### config.mk
export PLATFORM = sky130hd
export DESIGN_NAME = dcc_packet_bit_transmitter
export DESIGN_NICKNAME = d
export VERILOG_FILES = /design/src/dccpbt_pkg.sv /design/src/dccpbt_front.sv /design/src/dccpbt_fifo.sv /design/src/dccpbt_back.sv /design/src/dcc_packet_bit_transmitter.sv
export SDC_FILE = /design/constraint.sdc
export NUM_CORES = 1
export LEC_CHECK = 0
export BUFFER_PORTS_ARGS = -buffer_cell sky130_fd_sc_hd__buf_2
export CAP_MARGIN = 20
export CORE_UTILIZATION = 40
export DETAILED_ROUTE_END_ITERATION = 8
export PLACE_DENSITY = 0.58
export SETUP_SLACK_MARGIN = 0.05
export SLEW_MARGIN = 5
export SYNTH_ARGS = -nofsm -noshare
export SYNTH_HDL_FRONTEND = slang
export SYNTH_SLANG_ARGS = --single-unit
export TNS_END_PERCENT = 1
### constraint.sdc
create_clock -name clk -period 3.2 [get_ports clk]
set_input_delay 0.32 -clock clk [delete_from_list [all_inputs] [get_ports clk]]
set_output_delay 0.32 -clock clk [all_outputs]
set_load 0.1 [all_outputs]
### src/dccpbt_pkg.sv
// ---------------------------------------------------------------------------
// dccpbt_pkg
// shared constants and types of the dcc packet bit transmitter
// ---------------------------------------------------------------------------
package dccpbt_pkg;

  // protocol constants
  localparam int MAX_PACKET_BYTES = 6;
  localparam int PREAMBLE_ONES    = 14;
  localparam int BITS_PER_BYTE    = 8;

  // field widths
  localparam int LEN_W     = 4;
  localparam int PKT_W     = 48;
  localparam int HP_W      = 16;
  localparam int BITCNT_W  = 4;
  localparam int BYTES_W   = $clog2(MAX_PACKET_BYTES + 1);
  localparam int IDX_W     = $clog2(MAX_PACKET_BYTES);
  localparam int PAD_W     = (8 * MAX_PACKET_BYTES > PKT_W) ? 8 * MAX_PACKET_BYTES : PKT_W;

  // stream widths
  localparam int IN_DATA_W  = 56;
  localparam int OUT_DATA_W = 24;

  // configuration port
  localparam int CFG_IDX_W  = 1;
  localparam int CFG_DATA_W = 16;
  localparam logic [CFG_IDX_W-1:0] REG_ONE_HALF_PERIOD  = 1'd0;
  localparam logic [CFG_IDX_W-1:0] REG_ZERO_HALF_PERIOD = 1'd1;
  localparam logic [HP_W-1:0] ONE_HALF_RESET  = 16'd115;
  localparam logic [HP_W-1:0] ZERO_HALF_RESET = 16'd199;

  // queue between sequencer and output stage
  localparam int FIFO_DEPTH = 2;
  localparam int FIFO_PTR_W = (FIFO_DEPTH > 1) ? $clog2(FIFO_DEPTH) : 1;
  localparam int FIFO_CNT_W = $clog2(FIFO_DEPTH + 1);

  // one chosen bit with its packet flags
  typedef struct packed {
    logic bit_value;
    logic packet_taken;
    logic packet_rejected;
  } bit_info_t;

  // queue status seen by its neighbors
  typedef struct packed {
    logic full;
    logic empty;
  } fifo_status_t;

endpackage

### src/dccpbt_front.sv
// ---------------------------------------------------------------------------
// dccpbt_front
// accepts timer events, runs the packet bit sequencer and queues chosen bits
// ---------------------------------------------------------------------------
module dccpbt_front (
  input  logic                            clk,
  input  logic                            rst_n,
  input  logic                            in_fire,
  input  logic                            line_high,
  input  logic [dccpbt_pkg::LEN_W-1:0]    packet_length,
  input  logic [dccpbt_pkg::PKT_W-1:0]    packet_bytes,
  output logic                            push,
  output dccpbt_pkg::bit_info_t           push_data
);
  import dccpbt_pkg::*;

  typedef enum logic [2:0] {
    ST_IDLE,
    ST_PREAMBLE,
    ST_START,
    ST_DATA,
    ST_END
  } phase_t;

  phase_t                phase_r, phase_nxt;
  logic [BITCNT_W-1:0]   bits_left_r, bits_left_nxt;
  logic [BYTES_W-1:0]    bytes_left_r, bytes_left_nxt;
  logic [IDX_W-1:0]      byte_idx_r, byte_idx_nxt;
  logic [7:0]            store_r [MAX_PACKET_BYTES];
  logic                  store_load;
  logic [PAD_W-1:0]      pkt_pad;
  logic [7:0]            cur_byte;
  logic [BITCNT_W-1:0]   bits_dec;
  logic [BYTES_W-1:0]    bytes_dec;
  logic                  event_go;

  assign event_go = in_fire && !line_high;
  assign pkt_pad  = PAD_W'(packet_bytes);
  assign cur_byte = store_r[byte_idx_r];
  assign bits_dec = (bits_left_r != '0) ? bits_left_r - 1'b1 : '0;
  assign bytes_dec = (bytes_left_r != '0) ? bytes_left_r - 1'b1 : '0;

  // next bit and sequencer state
  always_comb begin
    phase_nxt      = phase_r;
    bits_left_nxt  = bits_left_r;
    bytes_left_nxt = bytes_left_r;
    byte_idx_nxt   = byte_idx_r;
    store_load     = 1'b0;
    push           = 1'b0;
    push_data      = '{bit_value: 1'b1, packet_taken: 1'b0, packet_rejected: 1'b0};
    if (event_go) begin
      push = 1'b1;
      case (phase_r)
        ST_IDLE: begin
          if (packet_length == '0) begin
            push_data.bit_value = 1'b1;
          end else if (packet_length > LEN_W'(MAX_PACKET_BYTES)) begin
            push_data.packet_rejected = 1'b1;
          end else begin
            // take the packet and send the first preamble one now
            store_load             = 1'b1;
            push_data.packet_taken = 1'b1;
            bytes_left_nxt         = BYTES_W'(packet_length);
            byte_idx_nxt           = '0;
            bits_left_nxt          = BITCNT_W'(PREAMBLE_ONES - 1);
            phase_nxt              = (PREAMBLE_ONES > 1) ? ST_PREAMBLE : ST_START;
          end
        end
        ST_PREAMBLE: begin
          bits_left_nxt = bits_dec;
          if (bits_dec == '0) begin
            phase_nxt = ST_START;
          end
        end
        ST_START: begin
          push_data.bit_value = 1'b0;
          bits_left_nxt       = BITCNT_W'(BITS_PER_BYTE);
          phase_nxt           = ST_DATA;
        end
        ST_DATA: begin
          // msb first; an out-of-range count sends a zero
          if (bits_left_r != '0 && bits_left_r <= BITCNT_W'(BITS_PER_BYTE)) begin
            push_data.bit_value = cur_byte[bits_dec[2:0]];
          end else begin
            push_data.bit_value = 1'b0;
          end
          bits_left_nxt = bits_dec;
          if (bits_dec == '0) begin
            bytes_left_nxt = bytes_dec;
            byte_idx_nxt   = (byte_idx_r == IDX_W'(MAX_PACKET_BYTES - 1)) ?
                             byte_idx_r : byte_idx_r + 1'b1;
            phase_nxt      = (bytes_dec == '0) ? ST_END : ST_START;
          end
        end
        default: begin
          phase_nxt = ST_IDLE;
        end
      endcase
    end
  end

  // sequencer state
  always_ff @(posedge clk) begin
    if (!rst_n) begin
      phase_r      <= ST_IDLE;
      bits_left_r  <= BITCNT_W'(PREAMBLE_ONES);
      bytes_left_r <= '0;
      byte_idx_r   <= '0;
    end else begin
      phase_r      <= phase_nxt;
      bits_left_r  <= bits_left_nxt;
      bytes_left_r <= bytes_left_nxt;
      byte_idx_r   <= byte_idx_nxt;
    end
  end

  // packet bytes, loaded when a packet is taken
  always_ff @(posedge clk) begin
    if (store_load) begin
      for (int i = 0; i < MAX_PACKET_BYTES; i++) begin
        store_r[i] <= pkt_pad[8*i +: 8];
      end
    end
  end

endmodule

### src/dccpbt_fifo.sv
// ---------------------------------------------------------------------------
// dccpbt_fifo
// short queue of chosen bits between sequencer and output stage
// ---------------------------------------------------------------------------
module dccpbt_fifo (
  input  logic                      clk,
  input  logic                      rst_n,
  input  logic                      push,
  input  dccpbt_pkg::bit_info_t     push_data,
  input  logic                      pop,
  output dccpbt_pkg::bit_info_t     pop_data,
  output dccpbt_pkg::fifo_status_t  status
);
  import dccpbt_pkg::*;

  bit_info_t               mem_r [FIFO_DEPTH];
  logic [FIFO_PTR_W-1:0]   wr_ptr_r, wr_ptr_nxt;
  logic [FIFO_PTR_W-1:0]   rd_ptr_r, rd_ptr_nxt;
  logic [FIFO_CNT_W-1:0]   count_r, count_nxt;
  logic                    do_push, do_pop;

  assign status.full  = (count_r == FIFO_CNT_W'(FIFO_DEPTH));
  assign status.empty = (count_r == '0);
  assign do_push      = push && !status.full;
  assign do_pop       = pop && !status.empty;
  assign pop_data     = mem_r[rd_ptr_r];

  // pointer and count update
  always_comb begin
    wr_ptr_nxt = wr_ptr_r;
    rd_ptr_nxt = rd_ptr_r;
    count_nxt  = count_r;
    if (do_push) begin
      wr_ptr_nxt = (wr_ptr_r == FIFO_PTR_W'(FIFO_DEPTH - 1)) ? '0 : wr_ptr_r + 1'b1;
    end
    if (do_pop) begin
      rd_ptr_nxt = (rd_ptr_r == FIFO_PTR_W'(FIFO_DEPTH - 1)) ? '0 : rd_ptr_r + 1'b1;
    end
    case ({do_push, do_pop})
      2'b10:   count_nxt = count_r + 1'b1;
      2'b01:   count_nxt = count_r - 1'b1;
      default: count_nxt = count_r;
    endcase
  end

  always_ff @(posedge clk) begin
    if (!rst_n) begin
      wr_ptr_r <= '0;
      rd_ptr_r <= '0;
      count_r  <= '0;
    end else begin
      wr_ptr_r <= wr_ptr_nxt;
      rd_ptr_r <= rd_ptr_nxt;
      count_r  <= count_nxt;
    end
  end

  // entry storage
  always_ff @(posedge clk) begin
    if (do_push) begin
      mem_r[wr_ptr_r] <= push_data;
    end
  end

endmodule

### src/dccpbt_back.sv
// ---------------------------------------------------------------------------
// dccpbt_back
// holds the half-period registers and drives the registered result beat
// ---------------------------------------------------------------------------
module dccpbt_back (
  input  logic                                clk,
  input  logic                                rst_n,
  input  logic                                cfg_wr_en,
  input  logic [dccpbt_pkg::CFG_IDX_W-1:0]    cfg_index,
  input  logic [dccpbt_pkg::CFG_DATA_W-1:0]   cfg_data,
  input  dccpbt_pkg::fifo_status_t            fifo_status,
  input  dccpbt_pkg::bit_info_t               fifo_data,
  output logic                                fifo_pop,
  output logic                                out_tvalid,
  input  logic                                out_tready,
  output logic [dccpbt_pkg::OUT_DATA_W-1:0]   out_tdata
);
  import dccpbt_pkg::*;

  logic [HP_W-1:0]   one_half_r, zero_half_r;
  logic              out_valid_r, out_valid_nxt;
  logic [HP_W-1:0]   half_period_r;
  bit_info_t         info_r;

  // configuration registers
  always_ff @(posedge clk) begin
    if (!rst_n) begin
      one_half_r  <= ONE_HALF_RESET;
      zero_half_r <= ZERO_HALF_RESET;
    end else if (cfg_wr_en) begin
      case (cfg_index)
        REG_ONE_HALF_PERIOD:  one_half_r  <= cfg_data[HP_W-1:0];
        REG_ZERO_HALF_PERIOD: zero_half_r <= cfg_data[HP_W-1:0];
        default: ;
      endcase
    end
  end

  // refill the output register when it is empty or being taken
  assign fifo_pop      = !fifo_status.empty && (!out_valid_r || out_tready);
  assign out_valid_nxt = fifo_pop || (out_valid_r && !out_tready);

  always_ff @(posedge clk) begin
    if (!rst_n) begin
      out_valid_r <= 1'b0;
    end else begin
      out_valid_r <= out_valid_nxt;
    end
  end

  // result payload
  always_ff @(posedge clk) begin
    if (fifo_pop) begin
      info_r        <= fifo_data;
      half_period_r <= fifo_data.bit_value ? one_half_r : zero_half_r;
    end
  end

  assign out_tvalid = out_valid_r;
  assign out_tdata  = {5'd0, info_r.packet_rejected, info_r.packet_taken,
                       info_r.bit_value, half_period_r};

endmodule

### src/dcc_packet_bit_transmitter.sv
// ---------------------------------------------------------------------------
// dcc_packet_bit_transmitter
// dcc track signal bit sequencer driven by half-bit timer events
// ---------------------------------------------------------------------------
// Each input beat is one half-bit timer event. An event with the line high
// produces nothing; any other event produces one result beat naming the next
// dcc bit and the timer top for its half periods. In idle an offered packet
// of 1 to 6 bytes is taken and sent as 14 preamble ones, then per byte a start
// zero and 8 bits msb first, then a closing one. Throughput is one event per
// clock while the queue is not full. A two-entry queue feeds the registered
// output, so an event's result is held first in a queue entry and then in the
// output register. Half-period registers should be written only while no
// result is pending.
module dcc_packet_bit_transmitter (
  input  logic                                clk,
  input  logic                                rst_n,
  // event input; tdata: packet_length[3:0], packet_bytes[51:4], zero pad
  input  logic                                in_tvalid,
  output logic                                in_tready,
  input  logic [dccpbt_pkg::IN_DATA_W-1:0]    in_tdata,
  // tuser: line_high
  input  logic                                in_tuser,
  // result output; tdata: half_period[15:0], bit_value[16],
  // packet_taken[17], packet_rejected[18], zero pad
  output logic                                out_tvalid,
  input  logic                                out_tready,
  output logic [dccpbt_pkg::OUT_DATA_W-1:0]   out_tdata,
  // configuration writes
  input  logic                                cfg_wr_en,
  input  logic [dccpbt_pkg::CFG_IDX_W-1:0]    cfg_index,
  input  logic [dccpbt_pkg::CFG_DATA_W-1:0]   cfg_data
);
  import dccpbt_pkg::*;

  logic          in_fire;
  logic          push, pop;
  bit_info_t     push_data, pop_data;
  fifo_status_t  fifo_status;

  assign in_tready = !fifo_status.full;
  assign in_fire   = in_tvalid && in_tready;

  // event sequencer
  dccpbt_front u_front (
    .clk           (clk),
    .rst_n         (rst_n),
    .in_fire       (in_fire),
    .line_high     (in_tuser),
    .packet_length (in_tdata[LEN_W-1:0]),
    .packet_bytes  (in_tdata[LEN_W +: PKT_W]),
    .push          (push),
    .push_data     (push_data)
  );

  // bit queue
  dccpbt_fifo u_fifo (
    .clk       (clk),
    .rst_n     (rst_n),
    .push      (push),
    .push_data (push_data),
    .pop       (pop),
    .pop_data  (pop_data),
    .status    (fifo_status)
  );

  // output stage
  dccpbt_back u_back (
    .clk         (clk),
    .rst_n       (rst_n),
    .cfg_wr_en   (cfg_wr_en),
    .cfg_index   (cfg_index),
    .cfg_data    (cfg_data),
    .fifo_status (fifo_status),
    .fifo_data   (pop_data),
    .fifo_pop    (pop),
    .out_tvalid  (out_tvalid),
    .out_tready  (out_tready),
    .out_tdata   (out_tdata)
  );

endmodule

# [After elaboration in Yosys (flattened, before gate mapping)]
# Memories as Yosys holds them, arrays and structs flattened. A register that Yosys moved wholly into a read port is not among the register bits.
# Index checks and enable logic that the tools add are counted.
[classes] order_cmp=3 n_eq_ne=12 n_addsub=7 n_reduce_logical=31 bitwise=1 n_mux=45
[op_table] operator="$mux 3" n=16
[op_table] operator="$mux 1" n=16
[op_table] operator="$mux 16" n=1
[op_table] operator="$mux 4" n=3
[op_table] operator="$pmux 3 s2" n=2
[op_table] operator="$pmux 3 s4" n=1
[op_table] operator="$pmux 4 s3" n=1
[op_table] operator="$reduce_and 5->1" n=2
[op_table] operator="$logic_not 4->1" n=2
[op_table] operator="$logic_and 1x1->1" n=7
[op_table] operator="$eq 3x2->1 const B" n=2
[op_table] operator="$logic_not 3->1" n=2
[op_table] operator="$ne 2x2->1 const B" n=3
[op_table] operator="$reduce_and 6->1" n=1
[op_table] operator="$reduce_bool 3->1" n=2
[op_table] operator="$logic_not 1->1" n=5
[op_table] operator="$eq 2x2->1 const B" n=2
[op_table] operator="$gt 4x3->1 const B" n=1
[op_table] operator="$le 4x4->1 const B" n=1
[op_table] operator="$lt 3x4->1 const B" n=1
[op_table] operator="$mux 2" n=2
[op_table] operator="$ne 2x1->1 const B" n=2
[op_table] operator="$pmux 2 s2" n=1
[op_table] operator="$reduce_and 2->1" n=2
[op_table] operator="18 further kinds" n=21
[word_totals] memories=2 output_inout_bits=26 word_cells=115 ramBits=54 in_bits=79 register_bits=69
[mem_list] memory="u_front.store_r" depth=6 width=8 rd=1 rd_ports_with_merged_regs=1 write_ports=6 line_no="dccpbt_front.sv:29" source="logic [7:0] store_r [MAX_PACKET_BYTES];"
[mem_list] memory="u_fifo.mem_r" depth=2 width=3 rd=1 rd_ports_with_merged_regs=1 write_ports=1 line_no="dccpbt_fifo.sv:16" source="bit_info_t mem_r [FIFO_DEPTH];"

# [Logic depth before layout (Yosys ltp)]
[depth] word_depth=8 ltp_mapped=8 mapped_depth_nobuf=7

# [Hierarchy]
# A second synthesis with hierarchy kept.
[unflattened] cells_unflattened=433 hier_area_um2=5465.2
[modules_own_cells] module="dccpbt_front" n_inst=1 cells_each=209 area_each_um2=2901.5 seq_area_each_um2=1761.7
[modules_own_cells] module="dccpbt_back" n_inst=1 cells_each=186 area_each_um2=2112.0 seq_area_each_um2=1231.2
[modules_own_cells] module="dccpbt_fifo" n_inst=1 cells_each=36 area_each_um2=441.7 seq_area_each_um2=280.3
[modules_own_cells] module="dcc_packet_bit_transmitter" n_inst=1 cells_each=2 area_each_um2=10.0 seq_area_each_um2=0.0

# [Worst setup path after synthesis]
# OpenSTA, ideal clock, no wires.
[synth_path] path_type="reg2reg" startpoint="register u_fifo.count_r[0]" endpoint="memory u_fifo.mem_r[0][1] in the netlist's numbering (data pin)" synth_period_minus_slack_ns=3.573 path_buffers=0 setup_time_ns=0.440 arrival_ns=3.134 required_time_ns=2.760 path_stages_with_launch=5 path_slack_ns=-0.373 cell_sequence="dfxtp_1 -> nand2b_1 -> nand2_1 -> nor2_1 -> and3_1"
[synth_rtl] item="start, declared" line_no="dccpbt_fifo.sv:19" source="logic [FIFO_CNT_W-1:0] count_r, count_nxt;"
[synth_rtl] item="start signal, assigned" line_no="dccpbt_fifo.sv:54" source="count_r <= count_nxt;"
[synth_rtl] item="end, declared" line_no="dccpbt_fifo.sv:16"

==> impl_metrics.prom <==
# TYPE chip_impl_metric gauge
chip_impl_metric{name="cellPowerDensity",unit="nW/µm²"} 796
chip_impl_metric{name="grt_start_max_net_pins",unit=""} 30
chip_impl_metric{name="report.final.setup_viol",unit=""} 0
chip_impl_metric{name="finish.net_count",unit=""} 605
chip_impl_metric{name="syn2layout_area_growth",unit="%"} 22.9
chip_impl_metric{name="post-cts-setup-buffer-count",unit=""} 0
chip_impl_info{name="crit_path_launch_type",value="register"} 1
chip_impl_metric{name="r2r_cells",unit=""} 6
chip_impl_metric{name="area_of_the_die",unit="µm²"} 13500
chip_impl_metric{name="cts-root-to-sink-buffers",unit=""} 2
chip_impl_metric{name="vias",unit=""} 3426
chip_impl_metric{name="ys_seq_area_share",unit="%"} 62.8
chip_impl_metric{name="worst-endpoint-required",unit="ns"} 3.31
chip_impl_metric{name="share_seq_of_total_power",unit="%"} 39.5
chip_impl_metric{name="cts.reportedPaths.clkPinSlew",unit="ns"} 0.05
chip_impl_metric{name="first_pass_grt_wire_length",unit="µm"} 16600
chip_impl_metric{name="yosys_warnings",unit=""} 0
chip_impl_metric{name="finClkSkew",unit="ns"} 0.00746
chip_impl_metric{name="detail_route.vias_per_cell",unit=""} 4.85
chip_impl_metric{name="routed_wirelength",unit="µm"} 10100
chip_impl_info{name="cts_tree",value="yes"} 1
chip_impl_metric{name="netSwitchingFraction",unit="%"} 33.8
chip_impl_metric{name="fin_setup_tns",unit="ns"} 0
chip_impl_metric{name="timing_hold_violations_final",unit=""} 0
chip_impl_metric{name="power.static_leakage",unit="µW"} 0.00246
chip_impl_metric{name="critical_path_arrival",unit="ns"} 2.41
chip_impl_metric{name="drv.max_cap_violation_count",unit=""} 0
chip_impl_metric{name="clk_pwr_share",unit="%"} 36.9
chip_impl_metric{name="std_cell_rows",unit=""} 41
chip_impl_info{name="clock-root-buffer",value="clkbuf_16"} 1
chip_impl_info{name="worst_setup_path_end_kind",value="register"} 1
chip_impl_metric{name="report.final.slew_viol_count",unit=""} 0
chip_impl_metric{name="max_stage_delay",unit="ns"} 0.58
chip_impl_metric{name="post_cts_resize_count",unit=""} 0
chip_impl_metric{name="gp_congestion",unit=""} 0.747
chip_impl_info{name="worstHoldPathType",value="in -> reg"} 1
chip_impl_metric{name="power_frac_comb",unit="%"} 23.6
chip_impl_metric{name="final.period_utilization",unit="%"} 71.9
chip_impl_metric{name="synth_cells",unit=""} 422
chip_impl_metric{name="ys_types",unit=""} 50
chip_impl_metric{name="post-dp-hpwl",unit="µm"} 6740
chip_impl_info{name="category_of_cells_accounting_for_the_largest_share_of_critical_path_delay",value="multiplexers"} 1
chip_impl_metric{name="post-route-cell-area",unit="µm²"} 6410
chip_impl_metric{name="tritoncts_buffers",unit=""} 17
chip_impl_metric{name="net-switching-power",unit="µW"} 1720
chip_impl_metric{name="groute.usage.overall",unit="%"} 16.5
chip_impl_metric{name="drtPass1Iterations",unit=""} 5
chip_impl_metric{name="worst-slew-pin-transition",unit="ns"} 0.732
chip_impl_info{name="crit_path_top_delay_cell",value="mux4_1"} 1
chip_impl_metric{name="critical_path.max_fanout",unit=""} 10
chip_impl_metric{name="cell_internal_pwr",unit="µW"} 3370
chip_impl_metric{name="cts.htree.levels",unit=""} 4
chip_impl_metric{name="die_y",unit="µm"} 116
chip_impl_metric{name="synth_area_per_cell",unit="µm²"} 12.4
chip_impl_info{name="status",value="completed"} 1
chip_impl_info{name="worst_setup_path_endpoint",value="u_fifo.mem_r[1][2]$_DFFE_PP_"} 1
chip_impl_info{name="synth_flop_cell",value="edfxtp_1"} 1
chip_impl_metric{name="port_buffers",unit=""} 95
chip_impl_metric{name="insertedDiodeCount",unit=""} 0
chip_impl_metric{name="grt_overflow",unit=""} 0
chip_impl_metric{name="syn_area",unit="µm²"} 5210
chip_impl_metric{name="drc",unit=""} 0
chip_impl_metric{name="cts.hold.buffers_added",unit=""} 0
chip_impl_info{name="path_cells",value="buf_4 -> mux4_1 -> mux2i_1 -> mux2_2 -> a211o_1 -> o2111ai_1"} 1
chip_impl_metric{name="starting_density_of_the_core",unit="%"} 41.1
chip_impl_metric{name="numClockSinks",unit=""} 127
chip_impl_metric{name="timing.max_slew.rel_slack",unit="%"} 51.2
chip_impl_metric{name="boundaryPins",unit=""} 105
chip_impl_info{name="r2r_end",value="u_fifo.mem_r[1][2]$_DFFE_PP_"} 1
chip_impl_metric{name="synth-async-reset-ratio",unit="%"} 0
chip_impl_metric{name="cp_num_buf_inv",unit=""} 1
chip_impl_metric{name="post_route_cells_drive_above_1_share",unit="%"} 30.3
chip_impl_metric{name="peakVddDrop",unit="mV"} 0.362
chip_impl_metric{name="num-fill-cells",unit=""} 1108
chip_impl_metric{name="drt_initial_violations",unit=""} 175
chip_impl_metric{name="clock.fmax",unit="MHz"} 435
chip_impl_metric{name="core",unit="µm²"} 12700
chip_impl_info{name="worstSetupPathType",value="reg -> reg"} 1
chip_impl_metric{name="antenna_violations_before_repair",unit=""} 0
chip_impl_info{name="rsz0062_at_grt",value="false"} 1
chip_impl_metric{name="insertion_delay",unit="ns"} 0.41
chip_impl_metric{name="synth-edff-count",unit=""} 73
chip_impl_metric{name="ff2ff_setup_slack",unit="ns"} 0.90
chip_impl_metric{name="ys_seq_elements",unit=""} 127
chip_impl_metric{name="grt_pass1_vias",unit=""} 3463
chip_impl_metric{name="post-route-min-period",unit="ns"} 2.30
chip_impl_metric{name="fp.dieW",unit="µm"} 116
chip_impl_metric{name="avgRoutedWirePerCell",unit="µm"} 14.4
chip_impl_metric{name="placement.cell_area",unit="µm²"} 5830
chip_impl_metric{name="final_antenna_net_count",unit=""} 0
chip_impl_metric{name="worstSetupPathDepth",unit=""} 6
[synthesized netlist by cell type (5+ instances only)]
master | instances | area (µm²)
nand2_1 | 77 | 289
edfxtp_1 | 73 | 2190
dfxtp_1 | 54 | 1080
a21oi_1 | 33 | 165
nor2_1 | 28 | 105
mux2_2 | 22 | 248
clkbuf_1 | 15 | 56.3
nand3_1 | 14 | 70.1
mux2i_1 | 11 | 110
inv_1 | 10 | 37.5
mux4_1 | 9 | 236
nor3_1 | 8 | 40.0
o21ai_0 | 6 | 30.0
buf_4 | 5 | 37.5
ha_1 | 5 | 62.6
[metrics by stage]
stage | utilization, % | setup slack, ns | power [µW] | instances | hold WS [ns]
floorplan | - | 0.202 | 3030 | 426 | 0.392
global placement | 46.0 | 0.896 | 3240 | 674 | 0.438
detailed placement | 46.0 | 0.888 | 3260 | 674 | 0.448
CTS | 50.6 | 0.860 | 5140 | 706 | 0.0659
global route | 50.6 | 0.788 | 5290 | 706 | 0.0687
finish | 50.6 | 0.899 | 5100 | 706 | 0.0830
[cell usage in the layout (no fill, tap or decap), types with 5 or more instances in the layout]
cell,n
nand3_1,14
a21oi_1,33
clkbuf_16,17
nor3_1,8
o21ai_0,6
nand2_1,77
nor2_1,27
buf_4,7
inv_1,10
edfxtp_1,73
mux4_1,9
dfxtp_1,54
buf_2,95
mux2i_1,10
mux2_2,22
ha_1,5
conb_1,5
[kinds of logic (layout without fill, tap and decap cells)]
logic type	after synthesis	count (layout)	share of synthesized area, %
flip-flops	127	127	62.8
AND/OR/NAND/NOR	148	148	12.6
other	1	5	0.0719
adder cells (fa/ha/maj)	5	5	1.20
buffers and inverters	36	144	3.60
multiplexers	44	44	12.3
XOR/XNOR	5	5	0.840
AO/OA/AOI/OAI	56	56	6.63
[routing by layer]
layer  vias up  routed length, µm  global-route usage [%]
li1       1709                  -                       -
met1      1593               4640                    20.3
met2       113               4810                    27.1
met3        11                563                    5.19
met4         0                113                    6.50
met5         -                  0                       0
[worst min path at each step]
stage | start | to | slack, ns | cells past startpoint
after detailed placement | u_back.one_half_r[9]$_SDFFE_PN0P_ | u_back.one_half_r[9]$_SDFFE_PN0P_ | 0.45 | 2
after CTS | in_tdata[12] | u_front.store_r[1][0]$_DFFE_PP_ | 0.07 | 1
after global routing | in_tdata[51] | u_front.store_r[5][7]$_DFFE_PP_ | 0.07 | 1
after floorplan | rst_n | u_back.one_half_r[0]$_SDFFE_PN1P_ | 0.39 | 1
after global placement | u_back.zero_half_r[12]$_SDFFE_PN0P_ | u_back.zero_half_r[12]$_SDFFE_PN0P_ | 0.44 | 2
final | in_tdata[26] | u_front.store_r[2][6]$_DFFE_PP_ | 0.08 | 1
[power groups by stage]
| stage | combinational, µW | sequential, µW | clock (µW) |
|---|---|---|---|
| global placement | 1200 | 2040 | 0 |
| CTS | 1210 | 2010 | 1910 |
| detailed placement | 1210 | 2050 | 0 |
| floorplan | 309 | 2720 | 0 |
| finish | 1200 | 2010 | 1880 |
| global route | 1270 | 2030 | 1990 |
[registers in the layout, indices dropped and copies added, names as in the netlist, named ones only]
signal and count:
u_front.store_r 48, u_back.half_period_r 16, u_back.one_half_r 16, u_back.zero_half_r 16
u_fifo.mem_r 6, u_front.bits_left_r 4, u_back.out_tdata 3, u_front.byte_idx_r 3
u_front.bytes_left_r 3, u_front.phase_r 3, u_fifo.count_r 2, u_back.out_tvalid 1
u_fifo.rd_ptr_r 1, u_fifo.wr_ptr_r 1
[cell type report]
class | instances | area [µm²] | area share [%]
clock inverter | 13 | 145 | 2.27
timing repair buffer | 102 | 528 | 8.24
multi-input combinational | 263 | 1770 | 27.7
clock buffer | 19 | 433 | 6.76
inverter | 10 | 37.5 | 0.586
tap | 172 | 215 | 3.36
sequential | 127 | 3270 | 51.1
Power figures use the tool's default switching activity.
